==> src/rtl/core/aaf_pkg.sv <==
// Shared widths, register indexes, mode codes and reset values for the axis filter.
`default_nettype none

package aaf_pkg;

  localparam int SAMPLE_BITS = 16;
  localparam int MAX_BLOCK   = 64;

  // limit registers carry one extra bit so +32768 can be written
  localparam int LIM_W     = SAMPLE_BITS + 1;
  localparam int CFG_W     = 17;
  localparam int CFG_IDX_W = 3;
  localparam int MODE_W    = 2;
  localparam int BAND_W    = 16;
  localparam int BS_W      = 7;

  localparam logic [CFG_IDX_W-1:0] REG_MODE  = CFG_IDX_W'(0);
  localparam logic [CFG_IDX_W-1:0] REG_LOWER = CFG_IDX_W'(1);
  localparam logic [CFG_IDX_W-1:0] REG_UPPER = CFG_IDX_W'(2);
  localparam logic [CFG_IDX_W-1:0] REG_BAND  = CFG_IDX_W'(3);
  localparam logic [CFG_IDX_W-1:0] REG_BSIZE = CFG_IDX_W'(4);

  localparam logic [MODE_W-1:0] MODE_OFF  = 2'd0;
  localparam logic [MODE_W-1:0] MODE_PASS = 2'd1;
  localparam logic [MODE_W-1:0] MODE_LAST = 2'd2;
  localparam logic [MODE_W-1:0] MODE_AVG  = 2'd3;

  localparam logic signed [LIM_W-1:0] SAMPLE_MAX = LIM_W'((1 << (SAMPLE_BITS - 1)) - 1);
  localparam logic signed [LIM_W-1:0] SAMPLE_MIN = LIM_W'(-(1 << (SAMPLE_BITS - 1)));

  localparam logic [MODE_W-1:0]       RST_MODE  = MODE_AVG;
  localparam logic signed [LIM_W-1:0] RST_LOWER = SAMPLE_MIN;
  localparam logic signed [LIM_W-1:0] RST_UPPER = SAMPLE_MAX;
  localparam logic [BAND_W-1:0]       RST_BAND  = '0;
  localparam logic [BS_W-1:0]         RST_BSIZE = BS_W'(1);

endpackage

`default_nettype wire

==> src/rtl/core/aaf_divider.sv <==
// Restoring serial divider: unsigned magnitude, one quotient bit per cycle, sign applied at the end.
`default_nettype none

module aaf_divider #(
  parameter int DIVIDEND_W = 22,
  parameter int DIVISOR_W  = 7,
  parameter int QUOT_W     = 16
) (
  input  wire logic                     clk,
  input  wire logic                     rst,
  input  wire logic                     start,
  input  wire logic                     negate,
  input  wire logic [DIVIDEND_W-1:0]    dividend,
  input  wire logic [DIVISOR_W-1:0]     divisor,
  output logic                          done,
  output logic signed [QUOT_W-1:0]      quotient
);

  localparam int CNT_W = (DIVIDEND_W > 1) ? $clog2(DIVIDEND_W) : 1;

  logic                  busy;
  logic [CNT_W-1:0]      count;
  logic [DIVIDEND_W-1:0] dvd;
  logic [DIVISOR_W-1:0]  rem;
  logic [DIVISOR_W-1:0]  dsr;
  logic                  neg;

  logic [DIVISOR_W:0]    trial;
  logic                  fits;
  logic [DIVISOR_W:0]    diff;

  // trial subtract of the next dividend bit
  assign trial = {rem, dvd[DIVIDEND_W-1]};
  assign fits  = trial >= {1'b0, dsr};
  assign diff  = trial - {1'b0, dsr};

  always_ff @(posedge clk) begin
    if (rst) begin
      busy <= 1'b0;
      done <= 1'b0;
      count <= '0;
    end else begin
      done <= 1'b0;
      if (start) begin
        busy  <= 1'b1;
        count <= CNT_W'(DIVIDEND_W - 1);
        dvd   <= dividend;
        rem   <= '0;
        dsr   <= divisor;
        neg   <= negate;
      end else if (busy) begin
        rem <= fits ? diff[DIVISOR_W-1:0] : trial[DIVISOR_W-1:0];
        dvd <= {dvd[DIVIDEND_W-2:0], fits};
        if (count == '0) begin
          busy <= 1'b0;
          done <= 1'b1;
        end else begin
          count <= count - CNT_W'(1);
        end
      end
    end
  end

  // quotient bits sit in dvd once done fires
  assign quotient = neg ? QUOT_W'(-dvd) : QUOT_W'(dvd);

endmodule

`default_nettype wire

==> src/rtl/core/analog_axis_filter.sv <==
// Top level of the analog axis filter: conditioning, block accumulator, sequencer, output register.
`default_nettype none

// Filters one signed 16-bit axis sample per transfer and gives zero or one
// filtered value. Mode off drops everything, pass-through returns the sample,
// block-last and block-average first apply the dead band (a magnitude below
// dead_band gives zero once, then drops while it stays there) and the edge
// clamps (a sample past lower_limit or upper_limit gives the saturated limit
// once, then drops while it stays past it), and then gather block_size samples
// (0 acts as 1, above MAX_BLOCK acts as MAX_BLOCK). A full block gives its last
// sample, or its sum divided by the size truncated toward zero. Any register
// write restarts the block fill but keeps the zone flags. Timing: a sample
// that closes an averaged block larger than one starts the serial divider,
// which runs one quotient bit per cycle over the accumulator width
// (SAMPLE_BITS + clog2(MAX_BLOCK), 22 bits by default), and the input stalls
// until the quotient is registered in the output register.
// Sample stall is high while the divider runs or while a finished value waits
// for the output register to drain. Configure only while idle.
module analog_axis_filter #(
  parameter int MAX_BLOCK = aaf_pkg::MAX_BLOCK
) (
  input  wire logic                                   clk,
  input  wire logic                                   rst,
  input  wire logic                                   cfg_write,
  input  wire logic [aaf_pkg::CFG_IDX_W-1:0]          cfg_index,
  input  wire logic [aaf_pkg::CFG_W-1:0]              cfg_data,
  input  wire logic                                   sample_valid,
  output logic                                        sample_stall,
  input  wire logic signed [aaf_pkg::SAMPLE_BITS-1:0] sample,
  output logic                                        result_valid,
  input  wire logic                                   result_stall,
  output logic signed [aaf_pkg::SAMPLE_BITS-1:0]      filtered_value
);

  localparam int SB     = aaf_pkg::SAMPLE_BITS;
  localparam int LIM_W  = aaf_pkg::LIM_W;
  localparam int SUM_W  = SB + $clog2(MAX_BLOCK);
  localparam int SIZE_W = (MAX_BLOCK > 1) ? $clog2(MAX_BLOCK + 1) : 1;
  localparam int CMP_W  = (aaf_pkg::BS_W > SIZE_W) ? aaf_pkg::BS_W : SIZE_W;

  typedef enum logic [2:0] {
    ST_IDLE = 3'b001,
    ST_DIV  = 3'b010,
    ST_WAIT = 3'b100
  } state_t;

  function automatic logic signed [SB-1:0] sat_limit(input logic signed [LIM_W-1:0] v);
    logic signed [SB-1:0] r;
    if (v > aaf_pkg::SAMPLE_MAX) begin
      r = SB'(aaf_pkg::SAMPLE_MAX);
    end else if (v < aaf_pkg::SAMPLE_MIN) begin
      r = SB'(aaf_pkg::SAMPLE_MIN);
    end else begin
      r = SB'(v);
    end
    return r;
  endfunction

  // configuration
  logic [aaf_pkg::MODE_W-1:0]       filter_mode;
  logic signed [LIM_W-1:0]          lower_limit;
  logic signed [LIM_W-1:0]          upper_limit;
  logic [aaf_pkg::BAND_W-1:0]       dead_band;
  logic [aaf_pkg::BS_W-1:0]         block_size;

  // filter state
  logic [SIZE_W-1:0]                fill_count;
  logic signed [SUM_W-1:0]          block_sum;
  logic                             in_dead_band;
  logic                             below_lower;
  logic                             above_upper;

  state_t                           state;
  state_t                           state_next;
  logic signed [SB-1:0]             pending;

  logic                             take;
  logic                             out_free;
  logic                             cfg_hit;
  logic [CMP_W-1:0]                 bs_ext;
  logic [SIZE_W-1:0]                size_eff;

  logic signed [LIM_W-1:0]          s_ext;
  logic [LIM_W-1:0]                 mag;
  logic                             in_db;
  logic                             db_drop;
  logic signed [LIM_W-1:0]          s_db;
  logic                             is_lo;
  logic                             is_hi;
  logic                             lim_drop;
  logic signed [SB-1:0]             s_lim;
  logic signed [SUM_W-1:0]          sum_next;
  logic [SUM_W-1:0]                 sum_mag;
  logic [SIZE_W-1:0]                fill_inc;
  logic                             full;
  logic                             joins;

  logic                             emit;
  logic signed [SB-1:0]             emit_val;
  logic                             div_start;
  logic                             div_done;
  logic signed [SB-1:0]             div_q;
  logic                             load_out;
  logic signed [SB-1:0]             load_val;
  logic                             pend_we;

  assign take         = sample_valid && !sample_stall;
  assign sample_stall = (state != ST_IDLE);
  assign out_free     = !result_valid || !result_stall;

  // any known register index restarts the block fill
  assign cfg_hit = cfg_write && (cfg_index inside {aaf_pkg::REG_MODE, aaf_pkg::REG_LOWER,
                                                   aaf_pkg::REG_UPPER, aaf_pkg::REG_BAND,
                                                   aaf_pkg::REG_BSIZE});

  // effective block size
  assign bs_ext = CMP_W'(block_size);
  always_comb begin
    if (bs_ext == '0) begin
      size_eff = SIZE_W'(1);
    end else if (bs_ext > CMP_W'(MAX_BLOCK)) begin
      size_eff = SIZE_W'(MAX_BLOCK);
    end else begin
      size_eff = SIZE_W'(bs_ext);
    end
  end

  // dead band, then edge clamps
  assign s_ext   = LIM_W'(sample);
  assign mag     = sample[SB-1] ? $unsigned(-s_ext) : $unsigned(s_ext);
  assign in_db   = mag < LIM_W'(dead_band);
  assign db_drop = in_db && in_dead_band;
  assign s_db    = in_db ? '0 : s_ext;
  assign is_lo   = s_db < lower_limit;
  assign is_hi   = s_db > upper_limit;

  always_comb begin
    if (is_lo) begin
      lim_drop = below_lower;
      s_lim    = sat_limit(lower_limit);
    end else if (is_hi) begin
      lim_drop = above_upper;
      s_lim    = sat_limit(upper_limit);
    end else begin
      lim_drop = 1'b0;
      s_lim    = $signed(s_db[SB-1:0]);
    end
  end

  // block accumulator
  assign sum_next = block_sum + SUM_W'(s_lim);
  assign sum_mag  = sum_next[SUM_W-1] ? $unsigned(-sum_next) : $unsigned(sum_next);
  assign fill_inc = fill_count + SIZE_W'(1);
  assign full     = fill_inc >= size_eff;
  assign joins    = take && !db_drop && !lim_drop &&
                    (filter_mode == aaf_pkg::MODE_LAST || filter_mode == aaf_pkg::MODE_AVG);

  always_comb begin
    emit      = 1'b0;
    emit_val  = sample;
    div_start = 1'b0;
    if (take) begin
      case (filter_mode)
        aaf_pkg::MODE_PASS: begin
          emit = 1'b1;
        end
        aaf_pkg::MODE_LAST, aaf_pkg::MODE_AVG: begin
          if (joins && full) begin
            if (filter_mode == aaf_pkg::MODE_AVG && size_eff > SIZE_W'(1)) begin
              div_start = 1'b1;
            end else begin
              emit     = 1'b1;
              emit_val = s_lim;
            end
          end
        end
        default: ;
      endcase
    end
  end

  aaf_divider #(
    .DIVIDEND_W (SUM_W),
    .DIVISOR_W  (SIZE_W),
    .QUOT_W     (SB)
  ) u_div (
    .clk      (clk),
    .rst      (rst),
    .start    (div_start),
    .negate   (sum_next[SUM_W-1]),
    .dividend (sum_mag),
    .divisor  (size_eff),
    .done     (div_done),
    .quotient (div_q)
  );

  // sequencer
  always_comb begin
    state_next = state;
    load_out   = 1'b0;
    load_val   = emit_val;
    pend_we    = 1'b0;
    case (state)
      ST_IDLE: begin
        if (div_start) begin
          state_next = ST_DIV;
        end else if (emit) begin
          if (out_free) begin
            load_out = 1'b1;
          end else begin
            pend_we    = 1'b1;
            state_next = ST_WAIT;
          end
        end
      end
      ST_DIV: begin
        load_val = div_q;
        if (div_done) begin
          if (out_free) begin
            load_out   = 1'b1;
            state_next = ST_IDLE;
          end else begin
            pend_we    = 1'b1;
            state_next = ST_WAIT;
          end
        end
      end
      ST_WAIT: begin
        load_val = pending;
        if (out_free) begin
          load_out   = 1'b1;
          state_next = ST_IDLE;
        end
      end
      default: state_next = ST_IDLE;
    endcase
  end

  always_ff @(posedge clk) begin
    if (pend_we) begin
      pending <= load_val;
    end
    if (load_out) begin
      filtered_value <= load_val;
    end
  end

  always_ff @(posedge clk) begin
    if (rst) begin
      state        <= ST_IDLE;
      result_valid <= 1'b0;
      filter_mode  <= aaf_pkg::RST_MODE;
      lower_limit  <= aaf_pkg::RST_LOWER;
      upper_limit  <= aaf_pkg::RST_UPPER;
      dead_band    <= aaf_pkg::RST_BAND;
      block_size   <= aaf_pkg::RST_BSIZE;
      fill_count   <= '0;
      block_sum    <= '0;
      in_dead_band <= 1'b0;
      below_lower  <= 1'b0;
      above_upper  <= 1'b0;
    end else begin
      state <= state_next;

      if (load_out) begin
        result_valid <= 1'b1;
      end else if (result_valid && !result_stall) begin
        result_valid <= 1'b0;
      end

      // zone flags move only in the block modes
      if (take && (filter_mode == aaf_pkg::MODE_LAST || filter_mode == aaf_pkg::MODE_AVG)) begin
        in_dead_band <= in_db;
        if (!db_drop) begin
          below_lower <= is_lo;
          above_upper <= !is_lo && is_hi;
        end
      end

      // register write restarts the block fill
      if (cfg_hit) begin
        fill_count <= '0;
        block_sum  <= '0;
      end else if (joins) begin
        if (full) begin
          fill_count <= '0;
          block_sum  <= '0;
        end else begin
          fill_count <= fill_inc;
          block_sum  <= sum_next;
        end
      end

      if (cfg_write) begin
        case (cfg_index)
          aaf_pkg::REG_MODE: begin
            filter_mode <= cfg_data[aaf_pkg::MODE_W-1:0];
          end
          aaf_pkg::REG_LOWER: begin
            lower_limit <= $signed(cfg_data[LIM_W-1:0]);
          end
          aaf_pkg::REG_UPPER: begin
            upper_limit <= $signed(cfg_data[LIM_W-1:0]);
          end
          aaf_pkg::REG_BAND: begin
            dead_band <= cfg_data[aaf_pkg::BAND_W-1:0];
          end
          aaf_pkg::REG_BSIZE: begin
            block_size <= cfg_data[aaf_pkg::BS_W-1:0];
          end
          default: ;
        endcase
      end
    end
  end

  // divider results only land while the sequencer waits for them
  a_div_done_in_div: assert property (@(posedge clk) disable iff (rst)
    div_done |-> state == ST_DIV)
    else $error("divider finished outside the divide state");

  // an open block never reaches its size
  a_fill_below_size: assert property (@(posedge clk) disable iff (rst)
    fill_count < size_eff)
    else $error("fill count reached block size");

  // a held value only exists while the output register is occupied
  a_wait_has_output: assert property (@(posedge clk) disable iff (rst)
    state == ST_WAIT |-> result_valid)
    else $error("holding a value with an empty output register");

  // the edge flags below_lower and above_upper are exclusive
  a_edge_flags: assert property (@(posedge clk) disable iff (rst)
    !(below_lower && above_upper))
    else $error("both edge flags set");

  // off mode never produces a value
  a_off_silent: assert property (@(posedge clk) disable iff (rst)
    take && filter_mode == aaf_pkg::MODE_OFF && !result_valid |=> !result_valid)
    else $error("value produced in off mode");

endmodule

`default_nettype wire
==> config.mk <==
export PLATFORM = sky130hd
export DESIGN_NAME = analog_axis_filter
export DESIGN_NICKNAME = d
export VERILOG_FILES = /design/src/rtl/core/aaf_pkg.sv /design/src/rtl/core/aaf_divider.sv /design/src/rtl/core/analog_axis_filter.sv
export SDC_FILE = /design/constraint.sdc
export NUM_CORES = 1
export LEC_CHECK = 0
export BUFFER_PORTS_ARGS = -buffer_cell sky130_fd_sc_hd__buf_2
export CAP_MARGIN = 30
export CELL_PAD_IN_SITES_DETAIL_PLACEMENT = 0
export CELL_PAD_IN_SITES_GLOBAL_PLACEMENT = 1
export CORE_MARGIN = 5
export CORE_UTILIZATION = 48
export DETAILED_ROUTE_END_ITERATION = 10
export PLACE_DENSITY_LB_ADDON = 0.1
export SLEW_MARGIN = 10
export SYNTH_ARGS = -nofsm -noshare
export SYNTH_HDL_FRONTEND = slang
export SYNTH_SLANG_ARGS = --single-unit
==> constraint.sdc <==
create_clock -name clk -period 12.3 [get_ports clk]
set_clock_uncertainty 0.15 [all_clocks]
set_input_delay 2.46 -clock clk [delete_from_list [all_inputs] [get_ports clk]]
set_output_delay 2.46 -clock clk [all_outputs]
set_load 0.005 [all_outputs]
==> After elaboration in Yosys (flattened, before gate mapping) <==
Index checks and enable logic that the tools add are counted.
{ "word_totals": {"ff_bits": 171, "in_bits": 41} }
{ "classes": {"n_lt_le_gt_ge": 11, "n_addsub": 7, "n_eq_ne": 16, "n_bitwise": 4, "n_reduce_logical": 40, "mux": 59} }
{ "op_table": {"columns": ["cell", "count"], "rows": [
  ["2-to-1 mux 16 bit", 11],
  ["2-to-1 mux 22 bit", 4],
  ["2-to-1 mux 7 bit", 5],
  ["greater-than comparator 17 x 16 -> 1 bit (second input constant)", 2],
  ["less-than comparator 17 x 16 -> 1 bit (second input constant)", 2],
  ["2-to-1 mux 17 bit", 2],
  ["one-hot mux 16 bit (2 select lines)", 1],
  ["2-to-1 mux 1 bit", 23],
  ["adder 22 x 16 -> 22 bit", 1],
  ["negator 22 bit", 1],
  ["AND reduction 2 bit", 10],
  ["2-to-1 mux 3 bit", 6],
  ["greater-than comparator 17 bit", 1],
  ["less-than comparator 17 x 16 -> 1 bit", 1],
  ["less-than comparator 17 bit", 1],
  ["negator 16 -> 17 bit", 1],
  ["negator 16 bit", 1],
  ["2-to-1 mux 5 bit", 3],
  ["logical AND 1 bit", 11],
  ["equality test 3 x 2 -> 1 bit (second input constant)", 3],
  ["one-hot mux 3 bit (3 select lines)", 1],
  ["greater-or-equal comparator 8 x 7 -> 1 bit", 1],
  ["adder 7 x 1 -> 7 bit (second input constant)", 1],
  ["greater-or-equal comparator 7 bit", 1],
  ["25 further kinds", 43]
]} }

==> Depth between registers and ports, before layout <==
Gate-level depths: netlist of the first run.
{ "depth": {"word_depth": 18, "ltp_mapped": 38, "mapped_depth_nobuf": 36} }

==> Hierarchy <==
From an unflattened synthesis of the first run, not the netlist that was laid out.
{ "unflattened": {"hier_cells": 1328, "hier_area_um2": 11447.2} }
{ "modules_own_cells": {"columns": ["module", "cells_per_inst", "area_each_um2", "n_inst"], "rows": [
  ["analog_axis_filter", 1116, 8986.1, 1],
  ["aaf_divider", 212, 2461.1, 1]
]} }

==> Worst setup path before layout of the first run <==
OpenSTA, ideal clock, no wires.
{ "synth_path": {"path_kind": "input port to flip-flop", "from": "input sample[8] in the netlist's numbering", "to": "register u_div.dvd[13] (data pin)", "required_time_ns": 11.890, "cell_stages": 37, "arrival_time_ns": 9.564, "setup_time_ns": 0.260, "setup_slack_ns": 2.326, "cell_sequence": "clkbuf_1 > or4_1 > o41ai_1 > xnor2_1 > ha_1 > a21o_1 > a211oi_1 > o221ai_1 > a21oi_1 > nor2_1 > clkbuf_1 > and2_1 > ha_1 > nand3_1 > nor4_1 > nand2_1 > o211ai_1 > and2_1 > clkbuf_1 > clkbuf_1 > nor3_1 > o21ai_0 > o21ai_0 > ha_1 > clkbuf_1 > a21o_1 > a221oi_1 > o21ai_1 > a211o_1 > a211oi_2 > nor2_1 > o211a_2 > nor4_4 > buf_4 > a21oi_1 > nor3_1 > a21oi_1"} }
{ "synth_between": {"elab_cells_between_ends": 24, "classes_between": "add/sub (3); order compare (3); mux (11); reduce/logical (7)"} }
{ "synth_lines": {"columns": ["item", "line_no", "rtl"], "rows": [
  ["start: declaration", "analog_axis_filter.sv:29", "input wire logic signed [aaf_pkg::SAMPLE_BITS-1:0] sample,"],
  ["negator 16 -> 17 bit", "analog_axis_filter.sv:130", "assign mag = sample[SB-1] ? $unsigned(-s_ext) : $unsigned(s_ext);"],
  ["2-to-1 mux 17 bit", "analog_axis_filter.sv:130", null],
  ["less-than comparator 17 x 16 -> 1 bit", "analog_axis_filter.sv:131", "assign in_db = mag < LIM_W'(dead_band);"],
  ["2-to-1 mux 17 bit (*)", "analog_axis_filter.sv:133", "assign s_db = in_db ? '0 : s_ext;"],
  ["greater-than comparator 17 bit", "analog_axis_filter.sv:135", "assign is_hi = s_db > upper_limit;"],
  ["2-to-1 mux 16 bit", "analog_axis_filter.sv:141", "end else if (is_hi) begin"],
  ["2-to-1 mux 16 bit (*)", "analog_axis_filter.sv:138", "if (is_lo) begin"],
  ["adder 22 x 16 -> 22 bit (*)", "analog_axis_filter.sv:151", "assign sum_next = block_sum + SUM_W'(s_lim);"],
  ["named net u_div.negate", "aaf_divider.sv:12", "input wire logic negate,"],
  ["2-to-1 mux 22 bit (*)", "analog_axis_filter.sv:152", "assign sum_mag = sum_next[SUM_W-1] ? $unsigned(-sum_next) : $unsigned(sum_next);"],
  ["2-to-1 mux 22 bit (*)", "aaf_divider.sv:44", "if (start) begin"],
  ["end signal: assignment", "aaf_divider.sv:47", "dvd <= dividend;"],
  ["end signal: assignment", "aaf_divider.sv:53", "dvd <= {dvd[DIVIDEND_W-2:0], fits};"],
  ["end: declaration", "aaf_divider.sv:23", "logic [DIVIDEND_W-1:0] dvd;"]
]} }
Mark *: on every way through the listed nets, which the timed path passes. The rest lies on a longest branch.
A chain may end at the register's enable or synchronous reset.

==> Worst setup path after layout of the first run <==
{ "layout_path": {"from": "input sample[6] in the netlist's numbering", "to": "register u_div.dvd[14] (data pin)"} }
{ "layout_between": {"elab_chain_cells": 15, "elab_cells_between_ends": 24, "classes_between": "add/sub (3); order compare (3); mux (11); reduce/logical (7)"} }
{ "layout_lines": {"columns": ["item", "line_no"], "rows": [
  ["parallel branches: the longest is 14 deep, another holds adder 22 x 16 -> 22 bit", null],
  ["2-to-1 mux 22 bit (*)", "aaf_divider.sv:44"]
]} }
Every way passes the cells marked *.

==> metrics.md, run 1 <==
| Metric | Value |
|---|---|
| Reg2reg start | dead_band[14] |
| Layout cells sized above 1 | 9.29% |
| Drt pass-1 iters | 5 |
| Hold Crit Class | flop to flop |
| RSZ-0062 raised after global routing | no |
| Initial Util | 48.3% |
| Most frequent cells in the layout | nand2_1 (186), a21oi_1 (119), nor2_1 (102), dfxtp_1 (102), inv_1 (91) |
| Crit Path Category | primary input to flop |
| Rows | 56 |
| Boundary pin count | 59 |
| Post-CTS setup buffers | 0 |
| Storage cell area | 0.00411 mm² |
| DR iter-0 viols | 639 |
| Critical path data required time | 12,310 ps |
| Layout area overhead | 10.7% |
| Largest net degree at the start of global routing | 68 |
| Clk pin slew, worst setup/hold paths | 70 ps |
| Nets@finish | 1,508 |
| Global-route wire length before repair | 49,900 µm |
| Hold Path Depth | 2 |
| Top Family by Delay on Critical Path | compound AO/OA/AOI/OAI gates |
| Worst Reg-to-Reg Cells | 31 |
| CTS H-Tree Depth | 4 |
| Worst R2R End | u_div.dvd[14] |
| Grt ovf | 0 |
| Leak pwr | 5.08 nW |
| Final WL | 31,900 µm |
| DR DRC count | 0 |
| TNS Setup | 0 ps |
| Hold_sp | dead_band[2] |
| Crit-path max FO | 25 |
| Setup slack after layout | 1340 ps |
| Seq cells post-synth | 171 |
| WP buf/inv | 4 |
| Overall Power | 1.77 mW |
| Post_cts resized | 0 |
| Post-DP HPWL | 24,200 µm |
| Syn Nets | 1,471 |
| Fillers | 2,279 |
| Fin crit share | 89.1% |
| Clock Latency Late Sink | 440 ps |
| Hold EP | dead_band[2] |
| Final core occ | 53.5% |
| Commonest non-fill, non-tap cell in the layout | nand2_1 |
| Tot GR Track Use | 23.9% |
| Core footprint | 0.0233 mm² |
| Placed Instances | 1,675 |
| Die Y | 163 µm |
| TritonCTS clock tree | yes |
| Dpl ws | 983 ps |
| CTS Buf Count | 17 |
| Post-synthesis async set-or-reset flop share | 0% |
| # Max-Cap Violations | 0 |
| GPL Wtd Cong | 0.905 |
| Sinks on Clock Net | 171 |
| Syn_area_per_cell | 8.43 µm² |
| Die width | 163 µm |
| Setup violations, final | 0 |
| Via count | 9,721 |
| Top FF cell, synth | dfxtp_1 |
| IO Port Bufs | 58 |
| Die area | 0.0267 mm² |
| Post-Syn Instances | 1,338 |
| Status | complete, no violations |
| Final worst path period need | 10,960 ps |
| Number of global-route vias before repair | 9,080 |
| DRT antenna net count | 0 |
| Worst reg-to-reg setup slack | 4200 ps |
| Worst slew margin | 28.9% |
| Maximum VDD drop | 0.0821 mV |
| CP dominant cell by count | ha_1 |
| Final Hold Vio Count | 0 |
| Critical Path Start Type | primary input |
| Pins Over Slew Limit | 0 |
| Maximum root-to-sink buffer count | 2 |
| Register area share after synthesis | 36.5% |
| Number of synthesized flops with an enable pin | 69 |
| DR vias/cell | 5.69 |
| Antenna cells | 0 |
| Synthesized area | 0.0113 mm² |
| Worst path slowest cell | and2_1 |
| Worst-Margin Slew | 1070 ps |
| Power per cell area | 142 mW/mm² |
| CP peak stage delay | 630 ps |
| Setup crit end kind | flop |
| Final Non-Filler Cells | 1,707 |
| Clock Tree Root | clkbuf_16 |
| Number of antenna violations at the first check in global routing | 0 |
| FMAX | 91.3 MHz |
| Multi-input gate area | 0.00658 mm² |
| # hold bufs at CTS | 0 |
| Worst Path Arrival | 10,970 ps |
| Synth cell types | 72 |
| Yosys warns | 0 |
| WL per Instance | 18.7 µm |
worst max-delay path by stage:
stage                   start       endpoint  slack, ps  depth (start not counted)
CTS                 sample[6]  u_div.dvd[14]       1390                         35
finish              sample[6]  u_div.dvd[14]       1340                         35
global route        sample[6]  u_div.dvd[14]        570                         35
detailed placement  sample[6]  u_div.dvd[14]        980                         35
floorplan           sample[8]  u_div.dvd[13]       2330                         37
global placement    sample[6]  u_div.dvd[14]       1100                         35
area by class of cell:
class	count	share of cell area, %
clock buffer	17	3.41
clock inverter	15	1.35
inverter	94	2.83
multi-input combinational	1013	52.7
sequential	171	33.0
tap	319	3.20
timing repair buffer	78	3.53
per-layer routing:
metal / vias up / wire (µm) / track usage (%)
met4: 0 / 658 / 6.82
met5: - / 0 / 0
met2: 242 / 14800 / 38.8
met3: 42 / 1670 / 4.44
met1: 4611 / 14800 / 32.6
li1: 4826 / - / -
flip-flops by register name (all words and copies together) (netlist names), 16 cells and up:
register,cells
block_sum,22
u_div.dvd,22
filtered_value,16
pending,16
dead_band,16
lower_limit,17
upper_limit,17
stage by stage:
step / hold WS, ps / area, µm²
floorplan: 282 / 11300
global placement: 292 / 11900
detailed placement: 298 / 11900
CTS: 308 / 12500
global route: 325 / 12500
finish: 306 / 12500
worst reg2reg max path: cells and delay by family (launching register included):
kind | cells | cell delay, ps
fa+ha+maj | 3 | 980
flops | 1 | 340
simple gates | 5 | 1230
buf+inv | 4 | 820
compound gates | 18 | 4140
xor+xnor | 1 | 180
synth_stat cells (21+ instances only):
master	count	area, µm²
a21oi_1	119	596
clkbuf_1	55	206
dfxtp_1	102	2040
edfxtp_1	69	2070
ha_1	90	1130
inv_1	91	342
mux2i_1	36	360
nand2_1	186	698
nand3_1	21	105
nor2_1	104	390
nor3_1	38	190
o21ai_0	64	320
o21ai_1	22	110
xnor2_1	45	394
xor2_1	33	289
cells by family after synthesis:
group	count (synthesis)	synth area share, %
compound gates	343	19.2
xor+xnor	79	6.20
fa+ha+maj	94	10.5
buf+inv	154	5.24
flops	171	36.5
mux	36	3.20
simple gates	461	19.2
where the power goes:
| part | internal (mW) | switching, mW | total, mW | leakage (nW) |
|---|---|---|---|---|
| clock | 0.274 | 0.272 | 0.546 | 0.285 |
| sequential | 0.617 | 0.0107 | 0.628 | 1.46 |
| combinational | 0.221 | 0.378 | 0.599 | 3.33 |
| total | 1.11 | 0.660 | 1.77 | 5.08 |
Note: power is estimated with default switching activity, not from simulation.
==> run 2: changes to the inputs <==
==> constraint.sdc (replaced) <==
create_clock -name clk -period 12.3 [get_ports clk]
set_clock_uncertainty 0.15 [all_clocks]
set_input_delay 0.615 -clock clk [delete_from_list [all_inputs] [get_ports clk]]
set_output_delay 0.615 -clock clk [all_outputs]
set_load 0.005 [all_outputs]
==> metrics.md, run 2 (same netlist as run 1, synthesis figures left out) <==
| Metric | Value |
|---|---|
| Worst Path Arrival | 9490 ps (-1480 ps) |
| DR DRC count | 0 (unchanged) |
| Sinks on Clock Net | 171 (unchanged) |
| Maximum VDD drop | 0.0792 mV (-3.6%) |
| Tot GR Track Use | 24.4% (+0.50 points) |
| DR vias/cell | 5.71 (+0.19%) |
| Worst-Margin Slew | 1080 ps (+8.76 ps) |
| Worst path slowest cell | o21ai_0 |
| CP dominant cell by count | ha_1 |
| RSZ-0062 raised after global routing | no |
| Hold Crit Class | primary input to flop |
| Core footprint | 0.0233 mm² (unchanged) |
| DRT antenna net count | 0 (unchanged) |
| Worst Reg-to-Reg Cells | 30 (-3.2%) |
| Post_cts resized | 0 (unchanged) |
| Clock Latency Late Sink | 440 ps (about the same) |
| Worst reg-to-reg setup slack | 3890 ps (-310 ps) |
| Via count | 9,728 (+0.072%) |
| TritonCTS clock tree | yes |
| WL per Instance | 18.9 µm (+1.1%) |
| Critical Path Start Type | primary input |
| Setup crit end kind | flop |
| Clock Tree Root | clkbuf_16 |
| Worst slew margin | 28.3% (-0.58 points) |
| Boundary pin count | 59 (unchanged) |
| Critical path data required time | 12,320 ps (about the same) |
| # Max-Cap Violations | 0 (unchanged) |
| Storage cell area | 0.00411 mm² (unchanged) |
| FMAX | 106 MHz (+16%) |
| Final worst path period need | 9470 ps (-1480 ps) |
| Fin crit share | 77.0% (-12 points) |
| Hold EP | lower_limit[15] |
| Pins Over Slew Limit | 0 (unchanged) |
| Crit-path max FO | 27 (+8.0%) |
| Drt pass-1 iters | 5 (unchanged) |
| Number of antenna violations at the first check in global routing | 0 (unchanged) |
| Final Hold Vio Count | 0 (unchanged) |
| CTS H-Tree Depth | 4 (unchanged) |
| Leak pwr | 5.08 nW (about the same) |
| Top flop regs | block_sum x22, u_div.dvd x22 |
| Placed Instances | 1,673 (-0.12%) |
| Multi-input gate area | 0.00658 mm² (unchanged) |
| Nets@finish | 1,506 (-0.13%) |
| Initial Util | 48.3% (unchanged) |
| Final Non-Filler Cells | 1,705 (-0.12%) |
| Number of global-route vias before repair | 9,165 (+0.94%) |
| # hold bufs at CTS | 0 (unchanged) |
| IO Port Bufs | 58 (unchanged) |
| Power per cell area | 144 mW/mm² (+1.1%) |
| Rows | 56 (unchanged) |
| Hold_sp | cfg_data[15] |
| Post-CTS setup buffers | 0 (unchanged) |
| Fillers | 2,267 (-0.53%) |
| TNS Setup | 0 ps (unchanged) |
| Most frequent cells in the layout | nand2_1 (186), a21oi_1 (119), nor2_1 (102), dfxtp_1 (102), inv_1 (91) |
| Reg2reg start | dead_band[14] |
| DR iter-0 viols | 706 (+10%) |
| Setup violations, final | 0 (unchanged) |
| Die Y | 163 µm (unchanged) |
| Dpl ws | 2440 ps (+1460 ps) |
| CTS Buf Count | 17 (unchanged) |
| CP peak stage delay | 810 ps (+180 ps) |
| Hold Path Depth | 2 (unchanged) |
| Commonest non-fill, non-tap cell in the layout | nand2_1 |
| Layout area overhead | 10.6% (about the same) |
| Layout cells sized above 1 | 9.16% (-0.13 points) |
| Global-route wire length before repair | 50,800 µm (+1.9%) |
| GPL Wtd Cong | 0.908 (+0.41%) |
| Die width | 163 µm (unchanged) |
| Crit Path Category | primary input to flop |
| Grt ovf | 0 (unchanged) |
| Die area | 0.0267 mm² (unchanged) |
| Antenna cells | 0 (unchanged) |
| Setup slack after layout | 2830 ps (+1480 ps) |
| Final WL | 32,200 µm (+0.98%) |
| Worst Hold Slack | 271 ps (-35.8 ps) |
| Post-DP HPWL | 24,100 µm (-0.23%) |
| Status | complete, no violations |
| Largest net degree at the start of global routing | 68 (unchanged) |
| Worst R2R End | u_div.dvd[14] |
| Maximum root-to-sink buffer count | 2 (unchanged) |
| Clk pin slew, worst setup/hold paths | 70 ps (about the same) |
run 2: changes by cell type in the layout (fill, tap and decap cells not counted), sizes merged:
cell,before,now
buf,78,76
bufinv,0,1
clkinv,8,6
inv,99,100
run 2: layer usage:
| layer | global-route usage [%] | vias to the layer above | routed length [µm] |
|---|---|---|---|
| met5 | 0 | - | 0 |
| li1 | - | 4839 | - |
| met3 | 3.73 | 34 | 1440 |
| met4 | 6.33 | 0 | 575 |
| met1 | 34.2 | 4640 | 15300 |
| met2 | 39.5 | 215 | 14900 |
run 2: worst max-delay path: cells and delay by family:
family,cells,cell delay (ps)
AOI/OAI and AO/OA,16,4310
xor gates and xnor gates,3,580
adders and majority gates,3,920
buffers and inverters,3,580
and+or+nand+nor,9,2430
run 2: how the worst max path moves through the flow:
| stage | start | end | slack, ps | cells past startpoint |
|---|---|---|---|---|
| final | sample[6] | u_div.dvd[14] | 2830 | 34 |
| after global routing | sample[6] | u_div.dvd[14] | 2070 | 34 |
| after CTS | sample[6] | u_div.dvd[14] | 2880 | 35 |
| after detailed placement | sample[6] | u_div.dvd[14] | 2440 | 35 |
| after global placement | sample[6] | u_div.dvd[5] | 2190 | 34 |
| after floorplan | sample[8] | u_div.dvd[13] | 4170 | 37 |
run 2: power by group:
group	leakage (nW)	switching, mW	internal, mW
Sequential	1.46	0.0106	0.617
Combinational	3.33	0.381	0.219
Clock	0.287	0.272	0.291
Total	5.07	0.664	1.13
run 2: final cells by class:
| type | instances | area share (%) |
|---|---|---|
| well taps | 319 | 3.20 |
| multi-input cells | 1013 | 52.7 |
| clock inverters | 15 | 1.36 |
| flip-flops and latches | 171 | 33.0 |
| clock buffers | 17 | 3.41 |
| inverters | 94 | 2.83 |
| repair buffers | 76 | 3.47 |
run 2: metrics by stage:
step / area, µm² / power [mW] / util [%]
2_1_floorplan: 11300 / 1.06 / -
3_3_place_gp: 11900 / 1.23 / 50.8
3_5_place_dp: 11900 / 1.23 / 50.9
4_1_cts: 12500 / 1.79 / 53.5
5_1_grt: 12500 / 1.88 / 53.5
6_report: 12500 / 1.79 / 53.5
==> run 3: changes to the inputs <==
--- a/config.mk
+++ b/config.mk
@@ -5,12 +5,13 @@
 export SDC_FILE = /design/constraint.sdc
 export NUM_CORES = 1
 export LEC_CHECK = 0
+export ABC_AREA = 1
 export BUFFER_PORTS_ARGS = -buffer_cell sky130_fd_sc_hd__buf_2
 export CAP_MARGIN = 30
 export CELL_PAD_IN_SITES_DETAIL_PLACEMENT = 0
 export CELL_PAD_IN_SITES_GLOBAL_PLACEMENT = 1
 export CORE_MARGIN = 5
-export CORE_UTILIZATION = 48
+export CORE_UTILIZATION = 42
 export DETAILED_ROUTE_END_ITERATION = 10
 export PLACE_DENSITY_LB_ADDON = 0.1
 export SLEW_MARGIN = 10
==> constraint.sdc (replaced) <==
create_clock -name clk -period 7.8 [get_ports clk]
set_clock_uncertainty 0.15 [all_clocks]
set_input_delay 0.39 -clock clk [delete_from_list [all_inputs] [get_ports clk]]
set_output_delay 0.39 -clock clk [all_outputs]
set_load 0.005 [all_outputs]
==> metrics.md, run 3 <==
| Metric | Value |
|---|---|
| Status | complete, no violations |
| Global-route wire length before repair | 57,000 µm (+12%) |
| DR iter-0 viols | 816 (+16%) |
| Final Hold Vio Count | 0 (unchanged) |
| Syn Nets | 1,718 (+17%) |
| Worst Hold Slack | 49.3 ps (-221 ps) |
| Number of synthesized flops with an enable pin | 69 (unchanged) |
| IO Port Bufs | 58 (unchanged) |
| Overall Power | 3.04 mW (+70%) |
| Worst path slowest cell | o21ai_0 |
| Power per cell area | 231 mW/mm² (+61%) |
| Initial Util | 42.2% (-6.1 points) |
| XOR/XNOR share of the synthesized area | 3.83% (-2.4 points) |
| Rows | 61 (+8.9%) |
| Crit path from | sample[0] |
| Post-synth top cells | nand2_1 (368), inv_1 (217), a21oi_1 (129), o21ai_0 (120), dfxtp_1 (102) |
| Dpl ws | -119 ps (-2560 ps) |
| Placed Instance Area | 0.0125 mm² (+5.3%) |
| Antenna cells | 0 (unchanged) |
| Seq cells post-synth | 171 (unchanged) |
| # hold bufs at CTS | 0 (unchanged) |
| CTS H-Tree Depth | 4 (unchanged) |
| Top FF cell, synth | dfxtp_1 |
| DR DRC count | 0 (unchanged) |
| Clock Tree Root | clkbuf_16 |
| Critical path data required time | 7840 ps (-4480 ps) |
| Fillers | 2,843 (+25%) |
| GPL Wtd Cong | 0.919 (+1.2%) |
| Boundary pin count | 59 (unchanged) |
| Mux contribution to synthesized area | 0% (-3.2 points) |
| Commonest non-fill, non-tap cell in the layout | nand2_1 |
| Adder-Cell Fraction of Synth Area | 10.0% (-0.49 points) |
| FMAX | 139 MHz |
| Setup slack after layout | 615 ps (-2210 ps) |
| Drt pass-1 iters | 8 (+3) |
| Reg2reg start | dead_band[15] |
| Sinks on Clock Net | 171 (unchanged) |
| Area leader, netlist | edfxtp_1 |
| Yosys warns | 0 (unchanged) |
| Synth Area in Simple Gates | 23.8% (+4.6 points) |
| Setup crit end kind | flop |
| Top-area cell type share of the netlist area | 17.8% (-0.56 points) |
| Largest family of logic cells by synthesized area | simple AND/OR/NAND/NOR gates |
| Maximum VDD drop | 0.109 mV (+37%) |
| Final worst path period need | 7190 ps |
| CTS Buf Count | 17 (unchanged) |
| Post-Syn Instances | 1,585 (+18%) |
| CP peak stage delay | 620 ps (-190 ps) |
| Layout cells sized above 1 | 10.9% (+1.8 points) |
| Fin crit share | 92.1% |
| Nets@finish | 1,787 (+19%) |
| Largest net degree at the start of global routing | 68 (unchanged) |
| Crit path to | u_div.dvd[19] |
| Tot GR Track Use | 23.4% (-0.94 points) |
| Clock Latency Late Sink | 440 ps (about the same) |
| Placed Instances | 2,010 (+20%) |
| Worst slew margin | 40.9% (+13 points) |
| Pins Over Slew Limit | 0 (unchanged) |
| Worst Reg-to-Reg Cells | 32 (+6.7%) |
| Top flop regs | block_sum x22, u_div.dvd x22 |
| Final Non-Filler Cells | 2,045 (+20%) |
| Synth area leaders | edfxtp_1 (18%), dfxtp_1 (18%), nand2_1 (12%) |
| # Max-Cap Violations | 0 (unchanged) |
| Hold Crit Class | primary input to flop |
| Most frequent cells in the layout | nand2_1 (368), inv_1 (216), a21oi_1 (129) |
| Final core occ | 47.7% (-5.7 points) |
| Maximum root-to-sink buffer count | 2 (unchanged) |
| TritonCTS clock tree | yes |
| DR vias/cell | 5.23 (-8.3%) |
| Core footprint | 0.0276 mm² (+18%) |
| Grt ovf | 0 (unchanged) |
| Via count | 10.7k (+10%) |
| Worst reg-to-reg setup slack | 1430 ps (-2460 ps) |
| TNS Setup | 0 ps (unchanged) |
| Synthesized area | 0.0116 mm² (+3.1%) |
| Syn_area_per_cell | 7.34 µm² (-13%) |
| Worst Path Arrival | 7230 ps (-2260 ps) |
| Post-route cell area | 0.0132 mm² (+5.4%) |
| Layout area overhead | 13.1% |
| Crit-path max FO | 34 (+26%) |
| Leak pwr | 5.91 nW (+17%) |
| CP dominant cell by count | nand2_1 |
| Complex-gate fraction of the synthesized area | 17.5% (-1.7 points) |
| Worst-Margin Slew | 883 ps (-192 ps) |
| Post-synthesis async set-or-reset flop share | 0% (unchanged) |
| Crit Path Category | primary input to flop |
| Setup violations, final | 0 (unchanged) |
| Die width | 176 µm (+8.0%) |
| Most frequent cell after synthesis | nand2_1 |
| Number of antenna violations at the first check in global routing | 0 (unchanged) |
| Die Y | 176 µm (+8.0%) |
| Number of global-route vias before repair | 10.3k (+13%) |
| Synth cell types | 52 (-28%) |
| Clk pin slew, worst setup/hold paths | 70 ps (about the same) |
| WL per Instance | 17.8 µm (-6.0%) |
| DRT antenna net count | 0 (unchanged) |
| Worst R2R End | u_div.dvd[19] |
| Die area | 0.0311 mm² (+17%) |
| Critical Path Start Type | primary input |
| Post-DP HPWL | 28,400 µm (+18%) |
| Register area share after synthesis | 35.4% (-1.1 points) |
| Final WL | 36,300 µm (+13%) |
## run 3: cell types whose count changed in the layout (fill, tap and decap cells not counted), sizes merged, moves of 18 or more
| cell | delta |
|---|---|
| buf | +30 |
| inv | +128 |
| mux2i | -36 |
| nand2 | +192 |
| nand3 | +59 |
| o211ai | +48 |
| o21ai | +49 |
| o221ai | -18 |
| xnor2 | -33 |
## run 3: cells by family (layout without fill, tap and decap cells)
group	count (synthesis)	after routing
DFF	171	171
buffers and inverters	278	360
adders and majority gates	92	92
and+or+nand+nor	634	634
AOI/OAI and AO/OA	360	360
xor gates and xnor gates	50	50
## run 3: worst min-delay path by stage
stage,startpoint,endpoint,slack (ps),cells past startpoint
floorplan,dead_band[10],dead_band[10],290,2
global placement,block_sum[21],block_sum[21],300,2
detailed placement,lower_limit[12],lower_limit[12],310,2
CTS,cfg_data[16],lower_limit[16],30,3
global route,cfg_data[16],lower_limit[16],60,3
finish,cfg_data[16],lower_limit[16],50,3
## run 3: area by class of cell
class / count / area, µm² / share of cell area, %
Timing Repair Buffer: 106 / 679 / 5.17
Inverter: 222 / 836 / 6.35
Clock inverter: 15 / 153 / 1.16
Clock buffer: 17 / 425 / 3.23
Tap cell: 378 / 473 / 3.60
Sequential cell: 171 / 4110 / 31.3
Multi-Input combinational cell: 1136 / 6470 / 49.2
## run 3: critical path, delay by kind of cell
kind | cells | cell delay, ps
compound gates | 9 | 1690
xor+xnor | 1 | 270
fa+ha+maj | 3 | 1020
buf+inv | 6 | 680
simple gates | 23 | 3160
## run 3: per-layer routing
layer	vias up	GRT usage [%]	share of wire [%]	routed length, µm
met5	-	0	0	0
met2	214	37.9	45	16500
met3	49	2.68	3.5	1250
met4	0	8.22	2.8	1020
met1	4992	32.6	48	17600
li1	5445	-	-	-
## run 3: where the power goes
group	internal, mW	total (mW)	leakage [nW]	switching [mW]
Combinational	0.396	1.17	4.19	0.774
Clock	0.427	0.866	0.274	0.439
Sequential	0.986	1.00	1.45	0.0192
Total	1.81	3.04	5.91	1.23
## run 3: repair_timing
action | CTS | global route
gates resized for setup | 0 | 12
buffers inserted | 0 | 1
setup endpoints to repair | 0 | 24
